**src/rtl/core/epr_pkg.sv**
```systemverilog
// shared types and constants of the elevation profile record framer
package epr_pkg;

    localparam int ROWS_W       = 13;
    localparam int MAX_ROWS_DEF = 4096;
    localparam int ROWS_RESET   = 1201;
    localparam int Q_DEPTH      = 2;
    localparam int PADDR_W      = 3;

    localparam logic [7:0] HDR_SYNC  = 8'haa;
    localparam logic [7:0] HDR_ZERO  = 8'h00;
    localparam logic [7:0] SIGN_BIT  = 8'h80;
    localparam logic [7:0] MAG_HI_MASK = 8'h7f;

    // register index, taken from paddr[2]
    localparam logic REG_ROWS_IN_USE = 1'b0;

    typedef struct packed {
        logic [7:0]  hi;
        logic [7:0]  lo;
        logic [15:0] column;
        logic        first;
        logic        last;
    } t_entry;

endpackage

```
**src/rtl/core/elevation_profile_record_framer.sv**
```systemverilog
// top level of the elevation profile record framer
// Each signed 16-bit sample on the slave stream leaves as two sign-magnitude
// bytes on the byte-wide master stream, high byte first; the first sample of
// a profile is preceded by an 8-byte header (0xaa, 0, column twice, 0, 0) and
// the last one, set by rows_in_use, is followed by the 32-bit byte sum of the
// record, most significant byte first, with tlast on its final byte. The
// byte-wide output port sets the rate. A two-entry queue between the sample
// front end and the byte sequencer lets intake run ahead of a stalled output;
// a taken sample is written into the queue, and its first byte then passes
// through the registered output stage.
module elevation_profile_record_framer #(
    parameter int MAX_ROWS = epr_pkg::MAX_ROWS_DEF
) (
    input  logic                        i_clk,
    input  logic                        i_rst_n,
    input  logic                        i_s_axis_tvalid,
    output logic                        o_s_axis_tready,
    input  logic [31:0]                 i_s_axis_tdata,   // sample, column_index
    output logic                        o_m_axis_tvalid,
    input  logic                        i_m_axis_tready,
    output logic [7:0]                  o_m_axis_tdata,   // out_byte
    output logic                        o_m_axis_tlast,
    input  logic                        psel,
    input  logic                        penable,
    input  logic                        pwrite,
    input  logic [epr_pkg::PADDR_W-1:0] paddr,
    input  logic [31:0]                 pwdata,
    output logic [31:0]                 prdata,
    output logic                        pready
);
    import epr_pkg::*;

    logic [ROWS_W-1:0] r_rows;
    logic              push;
    logic              full;
    logic              pop;
    logic              q_valid;
    t_entry            push_entry;
    t_entry            head_entry;

    assign pready = 1'b1;
    assign prdata = (paddr[2] == REG_ROWS_IN_USE) ? 32'(r_rows) : '0;

    always_ff @(posedge i_clk) begin
        if (!i_rst_n) begin
            r_rows <= ROWS_W'(ROWS_RESET);
        end else if (psel && penable && pwrite && pready && paddr[2] == REG_ROWS_IN_USE) begin
            r_rows <= pwdata[ROWS_W-1:0];
        end
    end

    epr_front #(
        .MAX_ROWS (MAX_ROWS)
    ) u_front (
        .i_clk    (i_clk),
        .i_rst_n  (i_rst_n),
        .i_valid  (i_s_axis_tvalid),
        .o_ready  (o_s_axis_tready),
        .i_sample (i_s_axis_tdata[15:0]),
        .i_column (i_s_axis_tdata[31:16]),
        .i_rows   (r_rows),
        .i_full   (full),
        .o_push   (push),
        .o_entry  (push_entry)
    );

    epr_queue u_queue (
        .i_clk   (i_clk),
        .i_rst_n (i_rst_n),
        .i_push  (push),
        .i_entry (push_entry),
        .o_full  (full),
        .i_pop   (pop),
        .o_valid (q_valid),
        .o_entry (head_entry)
    );

    epr_back u_back (
        .i_clk     (i_clk),
        .i_rst_n   (i_rst_n),
        .i_q_valid (q_valid),
        .i_entry   (head_entry),
        .o_pop     (pop),
        .o_valid   (o_m_axis_tvalid),
        .i_ready   (i_m_axis_tready),
        .o_byte    (o_m_axis_tdata),
        .o_last    (o_m_axis_tlast)
    );

endmodule

```
**src/rtl/core/epr_front.sv**
```systemverilog
// front end: takes samples, tracks profile position, forms sign-magnitude bytes
module epr_front #(
    parameter int MAX_ROWS = epr_pkg::MAX_ROWS_DEF
) (
    input  logic                       i_clk,
    input  logic                       i_rst_n,
    input  logic                       i_valid,
    output logic                       o_ready,
    input  logic [15:0]                i_sample,
    input  logic [15:0]                i_column,
    input  logic [epr_pkg::ROWS_W-1:0] i_rows,
    input  logic                       i_full,
    output logic                       o_push,
    output epr_pkg::t_entry            o_entry
);
    import epr_pkg::*;

    localparam int RowsBits = $clog2(MAX_ROWS + 1);
    localparam int CmpW     = (RowsBits > ROWS_W) ? RowsBits : ROWS_W;

    logic [ROWS_W-1:0] r_pos;
    logic [ROWS_W-1:0] n_pos;
    logic [ROWS_W-1:0] pos_inc;
    logic [CmpW-1:0]   rows_ext;
    logic [CmpW-1:0]   rows_max;
    logic [CmpW-1:0]   rows_eff;
    logic [15:0]       mag;
    logic              is_last;

    assign o_ready = !i_full;
    assign o_push  = i_valid && !i_full;

    // clamp the row count into 1..MAX_ROWS
    always_comb begin
        rows_ext = CmpW'(i_rows);
        rows_max = CmpW'(MAX_ROWS);
        priority if (rows_ext == '0) begin
            rows_eff = CmpW'(1);
        end else if (rows_ext > rows_max) begin
            rows_eff = rows_max;
        end else begin
            rows_eff = rows_ext;
        end
    end

    assign pos_inc = r_pos + ROWS_W'(1);
    assign is_last = (pos_inc == '0) || (CmpW'(pos_inc) >= rows_eff);
    assign n_pos   = is_last ? '0 : pos_inc;

    // most negative sample wraps to magnitude zero
    assign mag = i_sample[15] ? (16'd0 - i_sample) : i_sample;

    always_comb begin
        o_entry.hi     = (mag[15:8] & MAG_HI_MASK) | (i_sample[15] ? SIGN_BIT : HDR_ZERO);
        o_entry.lo     = mag[7:0];
        o_entry.column = i_column;
        o_entry.first  = (r_pos == '0);
        o_entry.last   = is_last;
    end

    always_ff @(posedge i_clk) begin
        if (!i_rst_n) begin
            r_pos <= '0;
        end else if (o_push) begin
            r_pos <= n_pos;
        end
    end

endmodule

```
**src/rtl/core/epr_queue.sv**
```systemverilog
// short request queue between front and back end
module epr_queue (
    input  logic            i_clk,
    input  logic            i_rst_n,
    input  logic            i_push,
    input  epr_pkg::t_entry i_entry,
    output logic            o_full,
    input  logic            i_pop,
    output logic            o_valid,
    output epr_pkg::t_entry o_entry
);
    import epr_pkg::*;

    localparam int PtrW = (Q_DEPTH > 1) ? $clog2(Q_DEPTH) : 1;
    localparam int CntW = $clog2(Q_DEPTH + 1);

    t_entry            r_mem [Q_DEPTH];
    logic [PtrW-1:0]   r_wr;
    logic [PtrW-1:0]   r_rd;
    logic [CntW-1:0]   r_cnt;

    assign o_full  = (r_cnt == CntW'(Q_DEPTH));
    assign o_valid = (r_cnt != '0);
    assign o_entry = r_mem[r_rd];

    always_ff @(posedge i_clk) begin
        if (i_push) begin
            r_mem[r_wr] <= i_entry;
        end
    end

    always_ff @(posedge i_clk) begin
        if (!i_rst_n) begin
            r_wr  <= '0;
            r_rd  <= '0;
            r_cnt <= '0;
        end else begin
            if (i_push) begin
                r_wr <= (r_wr == PtrW'(Q_DEPTH - 1)) ? '0 : r_wr + PtrW'(1);
            end
            if (i_pop) begin
                r_rd <= (r_rd == PtrW'(Q_DEPTH - 1)) ? '0 : r_rd + PtrW'(1);
            end
            unique case ({i_push, i_pop})
                2'b10:   r_cnt <= r_cnt + CntW'(1);
                2'b01:   r_cnt <= r_cnt - CntW'(1);
                default: r_cnt <= r_cnt;
            endcase
        end
    end

endmodule

```
**src/rtl/core/epr_back.sv**
```systemverilog
// back end: byte sequencer for header, sample bytes and checksum
module epr_back (
    input  logic            i_clk,
    input  logic            i_rst_n,
    input  logic            i_q_valid,
    input  epr_pkg::t_entry i_entry,
    output logic            o_pop,
    output logic            o_valid,
    input  logic            i_ready,
    output logic [7:0]      o_byte,
    output logic            o_last
);
    import epr_pkg::*;

    typedef enum logic [2:0] {
        S_HEAD = 3'b001,
        S_DATA = 3'b010,
        S_SUM  = 3'b100
    } t_state;

    t_state      r_state;
    t_state      n_state;
    logic [2:0]  r_idx;
    logic [2:0]  n_idx;
    logic [31:0] r_sum;
    logic [31:0] n_sum;
    logic        r_out_valid;
    logic [7:0]  r_out_byte;
    logic        r_out_last;
    logic [7:0]  cur_byte;
    logic        cur_last;
    logic        step_pop;
    logic        load;
    logic        go;

    assign load    = !r_out_valid || i_ready;
    assign go      = load && i_q_valid;
    assign o_pop   = go && step_pop;
    assign o_valid = r_out_valid;
    assign o_byte  = r_out_byte;
    assign o_last  = r_out_last;

    always_comb begin
        n_state  = r_state;
        n_idx    = r_idx;
        n_sum    = r_sum;
        cur_byte = HDR_ZERO;
        cur_last = 1'b0;
        step_pop = 1'b0;
        unique case (r_state)
            S_HEAD: begin
                if (i_entry.first) begin
                    unique case (r_idx)
                        3'd0:       cur_byte = HDR_SYNC;
                        3'd2, 3'd4: cur_byte = i_entry.column[15:8];
                        3'd3, 3'd5: cur_byte = i_entry.column[7:0];
                        default:    cur_byte = HDR_ZERO;
                    endcase
                    // record sum restarts with the sync byte
                    n_sum = (r_idx == 3'd0) ? 32'(cur_byte) : r_sum + 32'(cur_byte);
                    if (r_idx == 3'd7) begin
                        n_state = S_DATA;
                        n_idx   = 3'd0;
                    end else begin
                        n_idx = r_idx + 3'd1;
                    end
                end else begin
                    // no header: high byte goes out at once
                    cur_byte = i_entry.hi;
                    n_sum    = r_sum + 32'(cur_byte);
                    n_state  = S_DATA;
                    n_idx    = 3'd1;
                end
            end
            S_DATA: begin
                cur_byte = r_idx[0] ? i_entry.lo : i_entry.hi;
                n_sum    = r_sum + 32'(cur_byte);
                if (r_idx[0]) begin
                    n_idx = 3'd0;
                    if (i_entry.last) begin
                        n_state = S_SUM;
                    end else begin
                        n_state  = S_HEAD;
                        step_pop = 1'b1;
                    end
                end else begin
                    n_idx = 3'd1;
                end
            end
            S_SUM: begin
                unique case (r_idx[1:0])
                    2'd0: cur_byte = r_sum[31:24];
                    2'd1: cur_byte = r_sum[23:16];
                    2'd2: cur_byte = r_sum[15:8];
                    2'd3: cur_byte = r_sum[7:0];
                endcase
                if (r_idx[1:0] == 2'd3) begin
                    cur_last = 1'b1;
                    step_pop = 1'b1;
                    n_state  = S_HEAD;
                    n_idx    = 3'd0;
                    n_sum    = '0;
                end else begin
                    n_idx = r_idx + 3'd1;
                end
            end
            default: begin
                n_state = S_HEAD;
                n_idx   = 3'd0;
            end
        endcase
    end

    always_ff @(posedge i_clk) begin
        if (!i_rst_n) begin
            r_state     <= S_HEAD;
            r_idx       <= '0;
            r_sum       <= '0;
            r_out_valid <= 1'b0;
        end else begin
            if (load) begin
                r_out_valid <= go;
            end
            if (go) begin
                r_state <= n_state;
                r_idx   <= n_idx;
                r_sum   <= n_sum;
            end
        end
    end

    always_ff @(posedge i_clk) begin
        if (go) begin
            r_out_byte <= cur_byte;
            r_out_last <= cur_last;
        end
    end

endmodule

```
**config.mk**
```make
export PLATFORM = sky130hd
export DESIGN_NAME = elevation_profile_record_framer
export DESIGN_NICKNAME = d
export VERILOG_FILES = /design/src/rtl/core/epr_pkg.sv /design/src/rtl/core/elevation_profile_record_framer.sv /design/src/rtl/core/epr_front.sv /design/src/rtl/core/epr_queue.sv /design/src/rtl/core/epr_back.sv
export SDC_FILE = /design/constraint.sdc
export NUM_CORES = 1
export LEC_CHECK = 0
export BUFFER_PORTS_ARGS = -buffer_cell sky130_fd_sc_hd__clkbuf_2
export CAP_MARGIN = 20
export CORE_UTILIZATION = 30
export CTS_CLUSTER_SIZE = 30
export DETAILED_ROUTE_END_ITERATION = 10
export PLACE_DENSITY = 0.55
export SLEW_MARGIN = 20
export SYNTH_ARGS = -nofsm -noshare
export SYNTH_HDL_FRONTEND = slang
export SYNTH_SLANG_ARGS = --single-unit
```
**constraint.sdc**
```tcl
create_clock -name i_clk -period 7.8 [get_ports i_clk]
set_input_delay 0.78 -clock i_clk [delete_from_list [all_inputs] [get_ports i_clk]]
set_output_delay 0.78 -clock i_clk [all_outputs]
set_load 0.01 [all_outputs]
```
==> results of run 1 <==
-- cell type report --
cell class              count  area [um2]
well taps                 435       544.3
clock buffers              19       442.9
inverters                  26       97.59
repair buffers             84       440.4
fillers                  3290       20820
multi-input cells         876        5634
clock inverters            12       106.4
flip-flops and latches    147        3715
-- metrics by stage --
step                area [um2]  std cells  util (%)
floorplan                 9857       1136         -
global placement         10430       1568     32.80
detailed placement       10430       1568     32.80
CTS                      10980       1599     34.53
global route             10980       1599     34.53
finish                   10980       1599     34.53
-- logic make-up after synthesis --
kind of cell	after synthesis	share of synthesized area (%)
other	2	0.07672
buffers and inverters	113	5.432
AND/OR/NAND/NOR	382	19.08
adder cells (fa/ha/maj)	51	6.749
AO/OA/AOI/OAI	340	22.57
flip-flops	147	37.93
XOR/XNOR	43	3.847
multiplexers	40	4.307
-- sequential cells by signal, summed over array words and instances (netlist names), named ones only --
name / cells
u_back.o_valid: 1
u_back.r_state: 3
u_queue.r_mem: 68
r_rows: 13
u_queue.r_rd: 1
u_front.r_pos: 13
u_back.r_idx: 3
u_back.o_last: 1
u_back.r_sum: 32
u_queue.r_cnt: 2
u_back.o_byte: 8
u_queue.r_wr: 1
-- cells in the mapped netlist, types with 12 or more instances --
cell type / number / area (um2)
a21oi_1: 109 / 545.5
a31oi_1: 16 / 100.1
and3_1: 12 / 75.07
buf_2: 17 / 85.08
buf_4: 21 / 157.7
clkbuf_1: 43 / 161.4
dfxtp_1: 70 / 1401
edfxtp_1: 77 / 2312
ha_1: 48 / 600.6
inv_1: 25 / 93.84
mux2_2: 14 / 157.7
mux2i_1: 25 / 250.2
nand2_1: 114 / 427.9
nand3_1: 44 / 220.2
nand4_1: 13 / 81.33
nor2_1: 89 / 334.1
nor2b_1: 25 / 156.4
nor3_1: 18 / 90.09
o21ai_0: 68 / 340.3
xnor2_1: 30 / 262.8
xor2_1: 13 / 113.9
-- layer usage --
metal / wire, um / vias to the layer above / track usage, % / share of wire [%]
met1: 12960 / 4144 / 23.90 / 46
met3: 1905 / 33 / 2.993 / 6.8
met4: 476 / 0 / 5.311 / 1.7
met5: 0 / - / 0 / 0
li1: - / 4194 / - / -
met2: 12700 / 314 / 26.15 / 45
-- worst max-delay path by stage --
stage                             to  slack, ps  cells after the start
floorplan           u_back.r_sum[28]       3930                     16
global placement    u_back.r_sum[28]       2640                     14
detailed placement  u_back.r_sum[28]       2520                     14
CTS                 u_back.r_sum[28]       2510                     14
global route        u_back.r_sum[28]       2040                     14
finish              u_back.r_sum[28]       2450                     14
-- worst max-delay path: cells and delay by family, from the launching register on --
kind,cells,cell delay (ps)
AND/OR/NAND/NOR,1,110
AO/OA/AOI/OAI,8,2260
flip-flops,1,880
buffers and inverters,1,240
multiplexers,1,440
adder cells (fa/ha/maj),3,1320
-- power by group --
part,internal (W),leakage (nW),switching (W),total (W)
logic,0.000225,2.42,0.000433,0.000658
registers,0.000876,1.29,0.0000480,0.000924
clock network,0.000446,0.265,0.000336,0.000782
==> results.tsv, run 1 <==
stage	metric	value	unit
die	coreArea	31800	um2
clocking	post_cts_buffers	0	
detailed_routing	postRouteAntennaNets	0	
clocking	cts_buffer_depth	2	
clocking	cts_buffers	17	
clocking	h-tree-depth	4	
critical_path	startpoint_type	flop	
synthesis	yosysWarnings	0	
cells_and_area	diodes	0	
placement	port_buffers	76	
hold_path	min_to	r_rows[12]	
clocking	cts_hold_buf	0	
synthesis	synth_edf_count	77	
timing	hold_viol	0	
detailed_routing	routed_via_density	5.432	
die	die_w	182.6	um
cells_and_area	drive_gt1_share	13.32	%
synthesis	ys_seq_area_share	37.93	%
synthesis	synthArstFlopShare	0	%
pwr	peakVddDrop	0.1375	mV
timing	finalSetupViolCount	0	
critical_path	r2r_cells	14	
pwr	p_leak	3.976	nW
timing	fin_ws	2447	ps
timing	fin_crit_sh	68.63	%
cells_and_area	final_cell_mix	114 x nand2_1, 109 x a21oi_1, 87 x nor2_1	
synthesis	syn_area_per_cell	8.756	um2
synthesis	ys_ff_latch	147	
critical_path	cp.arrival	5690	ps
global_route	grt_max_degree	45	
critical_path	worstReg2RegStart	u_back.r_idx[0]	
hold_path	hold_path.class	reg -> reg	
critical_path	required	8130	ps
global_route	grt_usage	16.95	%
critical_path	cp_slowest_cell	dfxtp_1	
placement	gp_congestion	0.9259	
timing	grt_setup_unrepaired	false	
clocking	clkSlewWorstSetupHoldPaths	70	ps
pwr	power_density	215.2	nW/um2
critical_path	critPathCaptureType	flop	
global_route	grt_pass1_vias	7894	
hold_path	whs_path_depth	2	
synthesis	syn_area	9789	um2
synthesis	synth_cells	1118	
outcome	outcome	finished clean	
detailed_routing	wirelength	28050	um
detailed_routing	drtPass1Iterations	8	
timing	maxClockFrequency	0.1868	GHz
placement	hpwl	19970	um
cells_and_area	nNetsFinal	1277	
timing	setup_tns	0	ps
timing	layout_min_cycle_time	5353	ps
critical_path	crit_top_cell	a21oi_1	
clocking	cts_root_buffer	clkbuf_16	
hold_path	min_from	r_rows[12]	
cells_and_area	synthToLayoutAreaGrowth	12.17	%
timing	whs	471.6	ps
cells_and_area	final_common_cell	nand2_1	
synthesis	synthFlopType	edfxtp_1	
timing	clock_skew	16.67	ps
global_route	antenna_found_initial	0	
die	initial_utilization	30.78	%
clocking	clk_latency	440	ps
clocking	cts_resized	0	
critical_path	r2r_setup_slack	2450	ps
global_route	grt_pass1_wl	44020	um
critical_path	worstReg2RegEnd	u_back.r_sum[28]	
critical_path	cp_cell_sequence	inv_1 > ha_1 > mux2_2 > a221oi_1 > a21oi_1 > ha_1 > fa_1 > a21oi_1 > o221ai_1 > a21oi_1 > o22ai_1 > a21oi_1 > nor2_1 > o221a_2	
timing	tightest_slew	1027	ps
die	dieArea	33360	um2
pwr	power	0.002363	W
die	die_y	182.6	um
critical_path	critPathMaxFanout	28	
critical_path	path_class	reg -> reg	
detailed_routing	vias	8685	
critical_path	startpoint	u_back.r_idx[0]	
clocking	cts_tree	done	
die	pin_count	118	
timing	report.final.slew_viol_count	0	
flow_run	maxCapViolCount	0	
critical_path	cp_slowest_stage_delay	880	ps
clocking	clock_sinks	147	
global_route	overflow	0	
detailed_routing	drtIter0Drc	867	
detailed_routing	route.detailed.drc	0	
detailed_routing	wl_per_cell	17.54	um
die	rows	65	
timing	slew_headroom	29.59	%
placement	pre_cts_slack	2520	ps
synthesis	ys_types	84	
Power figures use the tool's default switching activity.
==> run 2: changes to the inputs <==
Settings changed: ABC_AREA set to 1, PLACE_DENSITY 0.55 to 0.56.
Clock period 7.8 ns to 4.4 ns, I/O delays scaled along.
==> run 2 against run 1 <==
Worst hold slack got worse by 290 ps; critical endpoint is now u_back.r_sum[11]; via count increased by 26%; final cell count increased by 34%; setup slack got worse by 1800 ps.
==> results.tsv, run 2 <==
stage	metric	value	unit
detailed_routing	wirelength	34790	um
synthesis	yosysWarnings	0	
synthesis	synth-xor-area-share	1.972	%
pwr	power_density	368.6	nW/um2
cells_and_area	nNetsFinal	1801	
timing	setup_tns	0	ps
global_route	antenna_found_initial	0	
clocking	clk_latency	440	ps
synthesis	synthFlopType	edfxtp_1	
hold_path	hold_path.class	in -> reg	
detailed_routing	wl_per_cell	16.18	um
clocking	cts_tree	done	
timing	slew_headroom	31.85	%
synthesis	yosysTopAreaCellShare	20.95	%
critical_path	cp_slowest_cell	ha_1	
critical_path	critPathMaxFanout	11	
global_route	overflow	0	
placement	gp_congestion	1.025	
die	rows	69	
outcome	outcome	finished clean	
die	die_w	193.8	um
placement	port_buffers	76	
die	dieArea	37560	um2
critical_path	cp_cell_sequence	clkinv_1 > ha_1 > a21oi_1 > buf_4 > a21oi_1 > nand2_1 > a21oi_1 > ha_1 > or2_2 > nand3_1 > nand2_1 > nand2_1 > nand2_1 > a21oi_1 > o21ai_0 > nand2_1 > nand2_1 > a21oi_1	
synthesis	synth.top_cells.by_area	edfxtp_1 21%, nand2_1 16%, dfxtp_1 13%, nand3_1 6.6%, inv_1 5.8%	
cells_and_area	largest_register_ffs	68	
synthesis	synth_mux_area_share	0.4534	%
clocking	cts_hold_buf	0	
cells_and_area	final_common_cell	nand2_1	
critical_path	critPathCaptureType	flop	
global_route	grt_pass1_vias	10012	
global_route	grt_usage	18.26	%
global_route	grt_max_degree	50	
timing	clock_skew	12.84	ps
cells_and_area	synthToLayoutAreaGrowth	12.06	%
synthesis	synth_top_family_by_area	simple AND/OR/NAND/NOR gates	
synthesis	ys_seq_area_share	33.64	%
detailed_routing	routed_via_density	5.093	
clocking	cts_resized	0	
placement	placed_cells	2117	
timing	report.final.slew_viol_count	0	
flow_run	maxCapViolCount	0	
detailed_routing	route.detailed.drc	0	
global_route	grt_pass1_wl	54080	um
die	coreArea	35910	um2
clocking	cts_root_buffer	clkbuf_16	
synthesis	synth_top_area_cell	edfxtp_1	
detailed_routing	drtPass1Iterations	5	
synthesis	synthSimpleGateAreaFrac	32.78	%
timing	grt_setup_unrepaired	false	
cells_and_area	fin_cells	2150	
synthesis	yosysMostFrequentCell	nand2_1	
detailed_routing	postRouteAntennaNets	0	
critical_path	cp_slowest_stage_delay	450	ps
clocking	cts_buffers	17	
critical_path	startpoint_type	flop	
cells_and_area	fill_cells	3883	
die	die_y	193.8	um
critical_path	required	4770	ps
timing	layout_min_cycle_time	3760	ps
synthesis	synth_compound_area_share	14.76	%
timing	hold_viol	0	
cells_and_area	top_register	u_queue.r_mem	
die	initial_utilization	30.73	%
synthesis	synth_edf_count	77	
critical_path	crit_top_cell	nand2_1	
cells_and_area	top_regs	u_queue.r_mem x68, u_back.r_sum x32	
cells_and_area	final_cell_mix	468 x nand2_1, 171 x inv_1, 145 x nand3_1	
synthesis	synthArstFlopShare	0	%
timing	maxClockFrequency	0.2659	GHz
synthesis	ys_top_cells_by_count	468 x nand2_1, 171 x inv_1, 145 x nand3_1, 133 x nor2_1, 119 x o21ai_0	
pwr	peakVddDrop	0.2854	mV
synthesis	syn_area_per_cell	6.788	um2
clocking	cts_buffer_depth	2	
critical_path	cp.arrival	4130	ps
synthesis	ys_ff_latch	147	
cells_and_area	drive_gt1_share	10.72	%
synthesis	synth_fa_ha_area_share	5.985	%
timing	finalSetupViolCount	0	
synthesis	ys_types	53	
cells_and_area	diodes	0	
clocking	clock_sinks	147	
timing	tightest_slew	1020	ps
synthesis	synth_cells	1626	
pwr	p_leak	5.527	nW
detailed_routing	drtIter0Drc	995	
critical_path	path_class	reg -> reg	
synthesis	syn_area	11040	um2
placement	hpwl	25710	um
clocking	post_cts_buffers	0	
timing	fin_crit_sh	85.46	%
clocking	clkSlewWorstSetupHoldPaths	70	ps
detailed_routing	vias	10951	
die	pin_count	118	
clocking	h-tree-depth	4	
==> run 2: cell types whose count changed in the layout (fill, tap and decap cells not counted), moves of 12 or more <==
cell / delta
o21ai_0: +51
inv_1: +146
nand2_1: +354
nor2b_1: -24
xnor2_1: -25
mux2i_1: -20
nor2_1: +44
nand3_1: +101
mux2_2: -14
o211ai_1: +13
nand2_2: +12
==> run 2: logic make-up after synthesis <==
| kind of cell | after synthesis |
|---|---|
| compound gates | 297 |
| xor+xnor | 24 |
| fa+ha+maj | 51 |
| buf+inv | 264 |
| flops | 147 |
| mux | 5 |
| other cells | 2 |
| simple gates | 836 |
==> run 2: cell type report <==
cell class                 count  area [um2]  share of cell area (%)
tap                          461       576.8                   4.663
clock buffer                  17       425.4                   3.439
timing repair buffer          94       528.0                   4.269
inverter                     183       688.2                   5.563
clock inverter                15       166.4                   1.345
sequential                   147        3714                   30.02
multi-input combinational   1233        6271                   50.70
==> run 2: metal layers <==
metal	GRT usage, %	share of wire [%]
met2	30.30	46
met4	6.467	2.3
met5	0	0
met1	24.00	45
met3	2.835	5.9
==> run 2: critical path, delay by kind of cell, from the launching register on <==
family / cells / cell delay (ps)
AOI/OAI and AO/OA: 6 / 1070
adders and majority gates: 2 / 800
buffers and inverters: 2 / 350
DFF: 1 / 310
and+or+nand+nor: 8 / 1150
==> run 2: worst paths after layout <==
path | startpoint | slack (ps) | to | cells past startpoint
worst max-delay path | u_back.r_idx[0] | 640 | u_back.r_sum[11] | 18
worst min-delay path | i_s_axis_tdata[16] | 190 | u_queue.r_mem[0][2] | 1
worst max register to register | u_back.r_idx[0] | 640 | u_back.r_sum[11] | 18
worst min register to register | u_queue.r_rd | 460 | u_queue.r_rd | 1
==> run 2: power breakdown <==
| part | internal (W) | switching, W | total (W) |
|---|---|---|---|
| logic | 0.000405 | 0.000867 | 0.00127 |
| registers | 0.00159 | 0.000180 | 0.00177 |
| clock network | 0.000769 | 0.000747 | 0.00152 |
| total | 0.00277 | 0.00179 | 0.00456 |
==> run 2: metrics by stage <==
step	worst slack, ps	utilization [%]	hold slack (ps)	cell area (um2)	power, W
floorplan	1127	-	425.7	11110	0.002635
CTS	653.6	34.39	168.6	12350	0.004557
global placement	719.4	32.74	437.0	11760	0.003022
global route	326.3	34.44	168.9	12370	0.004795
detailed placement	675.3	32.74	451.5	11760	0.003042
finish	639.6	34.44	185.6	12370	0.004559
==> run 3: changes to the inputs <==
Settings changed: ABC_AREA 1 to not set.
==> run 3 against run 2 <==
Sequential power is 8% lower; worst hold slack hardly changed; sequential cell count stayed put; via count is 20% lower; highest routed layer unchanged.
==> results.tsv, run 3 (synthesized netlist as in run 1, its figures left out) <==
stage	metric	value	unit
global_route	grt_max_degree	45	
hold_path	min_from	i_s_axis_tdata[30]	
pwr	power	0.004173	W
global_route	grt_pass1_wl	45510	um
cells_and_area	top_register	u_queue.r_mem	
cells_and_area	fin_cells	1617	
timing	fin_crit_sh	90.30	%
global_route	grt_usage	17.52	%
critical_path	critPathMaxFanout	10	
timing	whs	185.5	ps
cells_and_area	fill_cells	3280	
detailed_routing	vias	8770	
critical_path	worstReg2RegStart	u_back.r_idx[1]	
detailed_routing	postRouteAntennaNets	0	
placement	placed_cells	1584	
pwr	power_density	376.0	nW/um2
global_route	grt_use_met3	3.632	%
cells_and_area	top_regs	u_queue.r_mem x68, u_back.r_sum x32	
cells_and_area	synthToLayoutAreaGrowth	13.37	%
timing	finalSetupViolCount	0	
detailed_routing	route.detailed.drc	0	
global_route	top_usage_layer	met2	
clocking	clock_sinks	147	
cells_and_area	diodes	0	
timing	tightest_slew	1029	ps
die	die_w	182.6	um
die	pin_count	118	
global_route	grtUsageMet1	23.69	%
clocking	cts_hold_buf	0	
detailed_routing	wirelength	28740	um
die	dieArea	33360	um2
detailed_routing	drtIter0Drc	876	
clocking	clk_latency	440	ps
critical_path	startpoint_type	flop	
cells_and_area	nNetsFinal	1294	
die	coreArea	31800	um2
die	initial_utilization	30.78	%
critical_path	path_class	reg -> reg	
outcome	outcome	finished clean	
critical_path	required	4730	ps
cells_and_area	final_common_cell	nand2_1	
clocking	cts_buffers	17	
placement	hpwl	20540	um
timing	setup_tns	0	ps
timing	hold_viol	0	
pwr	peakVddDrop	0.2507	mV
timing	clock_skew	17.39	ps
timing	report.final.slew_viol_count	0	
clocking	cts_tree	done	
placement	gp_congestion	0.9620	
placement	pre_cts_slack	386.4	ps
timing	layout_min_cycle_time	3973	ps
timing	grt_setup_unrepaired	false	
die	die_y	182.6	um
pwr	p_leak	4.051	nW
detailed_routing	drtPass1Iterations	7	
placement	port_buffers	76	
timing	slew_headroom	31.26	%
detailed_routing	wl_per_cell	17.77	um
global_route	grt_use_met2	26.84	%
detailed_routing	routed_via_density	5.424	
critical_path	critPathCaptureType	flop	
critical_path	startpoint	u_back.r_idx[1]	
clocking	cts_buffer_depth	2	
clocking	cts_root_buffer	clkbuf_16	
die	rows	65	
global_route	overflow	0	
cells_and_area	largest_register_ffs	68	
cells_and_area	drive_gt1_share	14.72	%
hold_path	hold_path.class	in -> reg	
timing	fin_ws	426.9	ps
critical_path	cp.arrival	4310	ps
global_route	antenna_found_initial	0	
clocking	h-tree-depth	4	
timing	maxClockFrequency	0.2517	GHz
flow_run	maxCapViolCount	0	
cells_and_area	final_cell_mix	114 x nand2_1, 108 x a21oi_1, 87 x nor2_1	
clocking	clkSlewWorstSetupHoldPaths	70	ps
global_route	grt_pass1_vias	8331	
## run 3: cell types whose count changed in the layout (fill, tap and decap cells not counted), moves of 25 or more
cell | previous run | this run
nand2_1 | 468 | 114
inv_1 | 171 | 25
nand3_1 | 145 | 44
o21ai_0 | 119 | 68
nor2_1 | 131 | 87
xnor2_1 | 5 | 30
## run 3: power breakdown
| part | switching, W | internal, W |
|---|---|---|
| registers | 0.0000746 | 0.00155 |
| clock network | 0.000613 | 0.000720 |
| logic | 0.000785 | 0.000429 |
| total | 0.00147 | 0.00270 |
## run 3: what timing repair did
item | CTS | global route
buffers inserted | 0 | 0
resized for setup | 0 | 1
setup endpoints to repair | 0 | 2
## run 3: final timing paths
path                            slack, ps  depth (start not counted)                    to
worst max-delay path                  430                         15      u_back.r_sum[26]
worst min-delay path                  190                          1  u_queue.r_mem[1][16]
worst max register to register        430                         15      u_back.r_sum[26]
worst min register to register        470                          2            r_rows[12]
## run 3: layout make-up
class	count	area, um2	area share [%]
multi-input combinational	876	5633	50.76
inverter	26	97.59	0.8794
timing repair buffer	101	588.1	5.299
clock inverter	12	83.83	0.7554
sequential	147	3715	33.47
tap	435	544.3	4.904
clock buffer	20	436.7	3.935
## run 3: through the flow
| stage | area [um2] | utilization (%) |
|---|---|---|
| after floorplan | 9857 | - |
| after global placement | 10550 | 33.17 |
| after detailed placement | 10550 | 33.17 |
| after CTS | 11070 | 34.80 |
| after global routing | 11100 | 34.90 |
| final | 11100 | 34.90 |
## run 3: critical path, stage by stage, from the launching register on
cell,delay (ps)
dfxtp_1,400
inv_1,100
ha_1,330
mux2_2,350
a221oi_1,300
a21oi_1,130
ha_1,270
fa_1,430
a21oi_1,210
o221ai_1,200
a21oi_2,250
o22ai_1,210
a21oi_1,200
buf_4,180
nor2_1,60
o221a_2,260
## run 3: per-layer routing
metal	wire length, um	part of all wire [%]
met3	1975	6.9
met1	13050	45
met4	777	2.7
met2	12940	45
met5	0	0
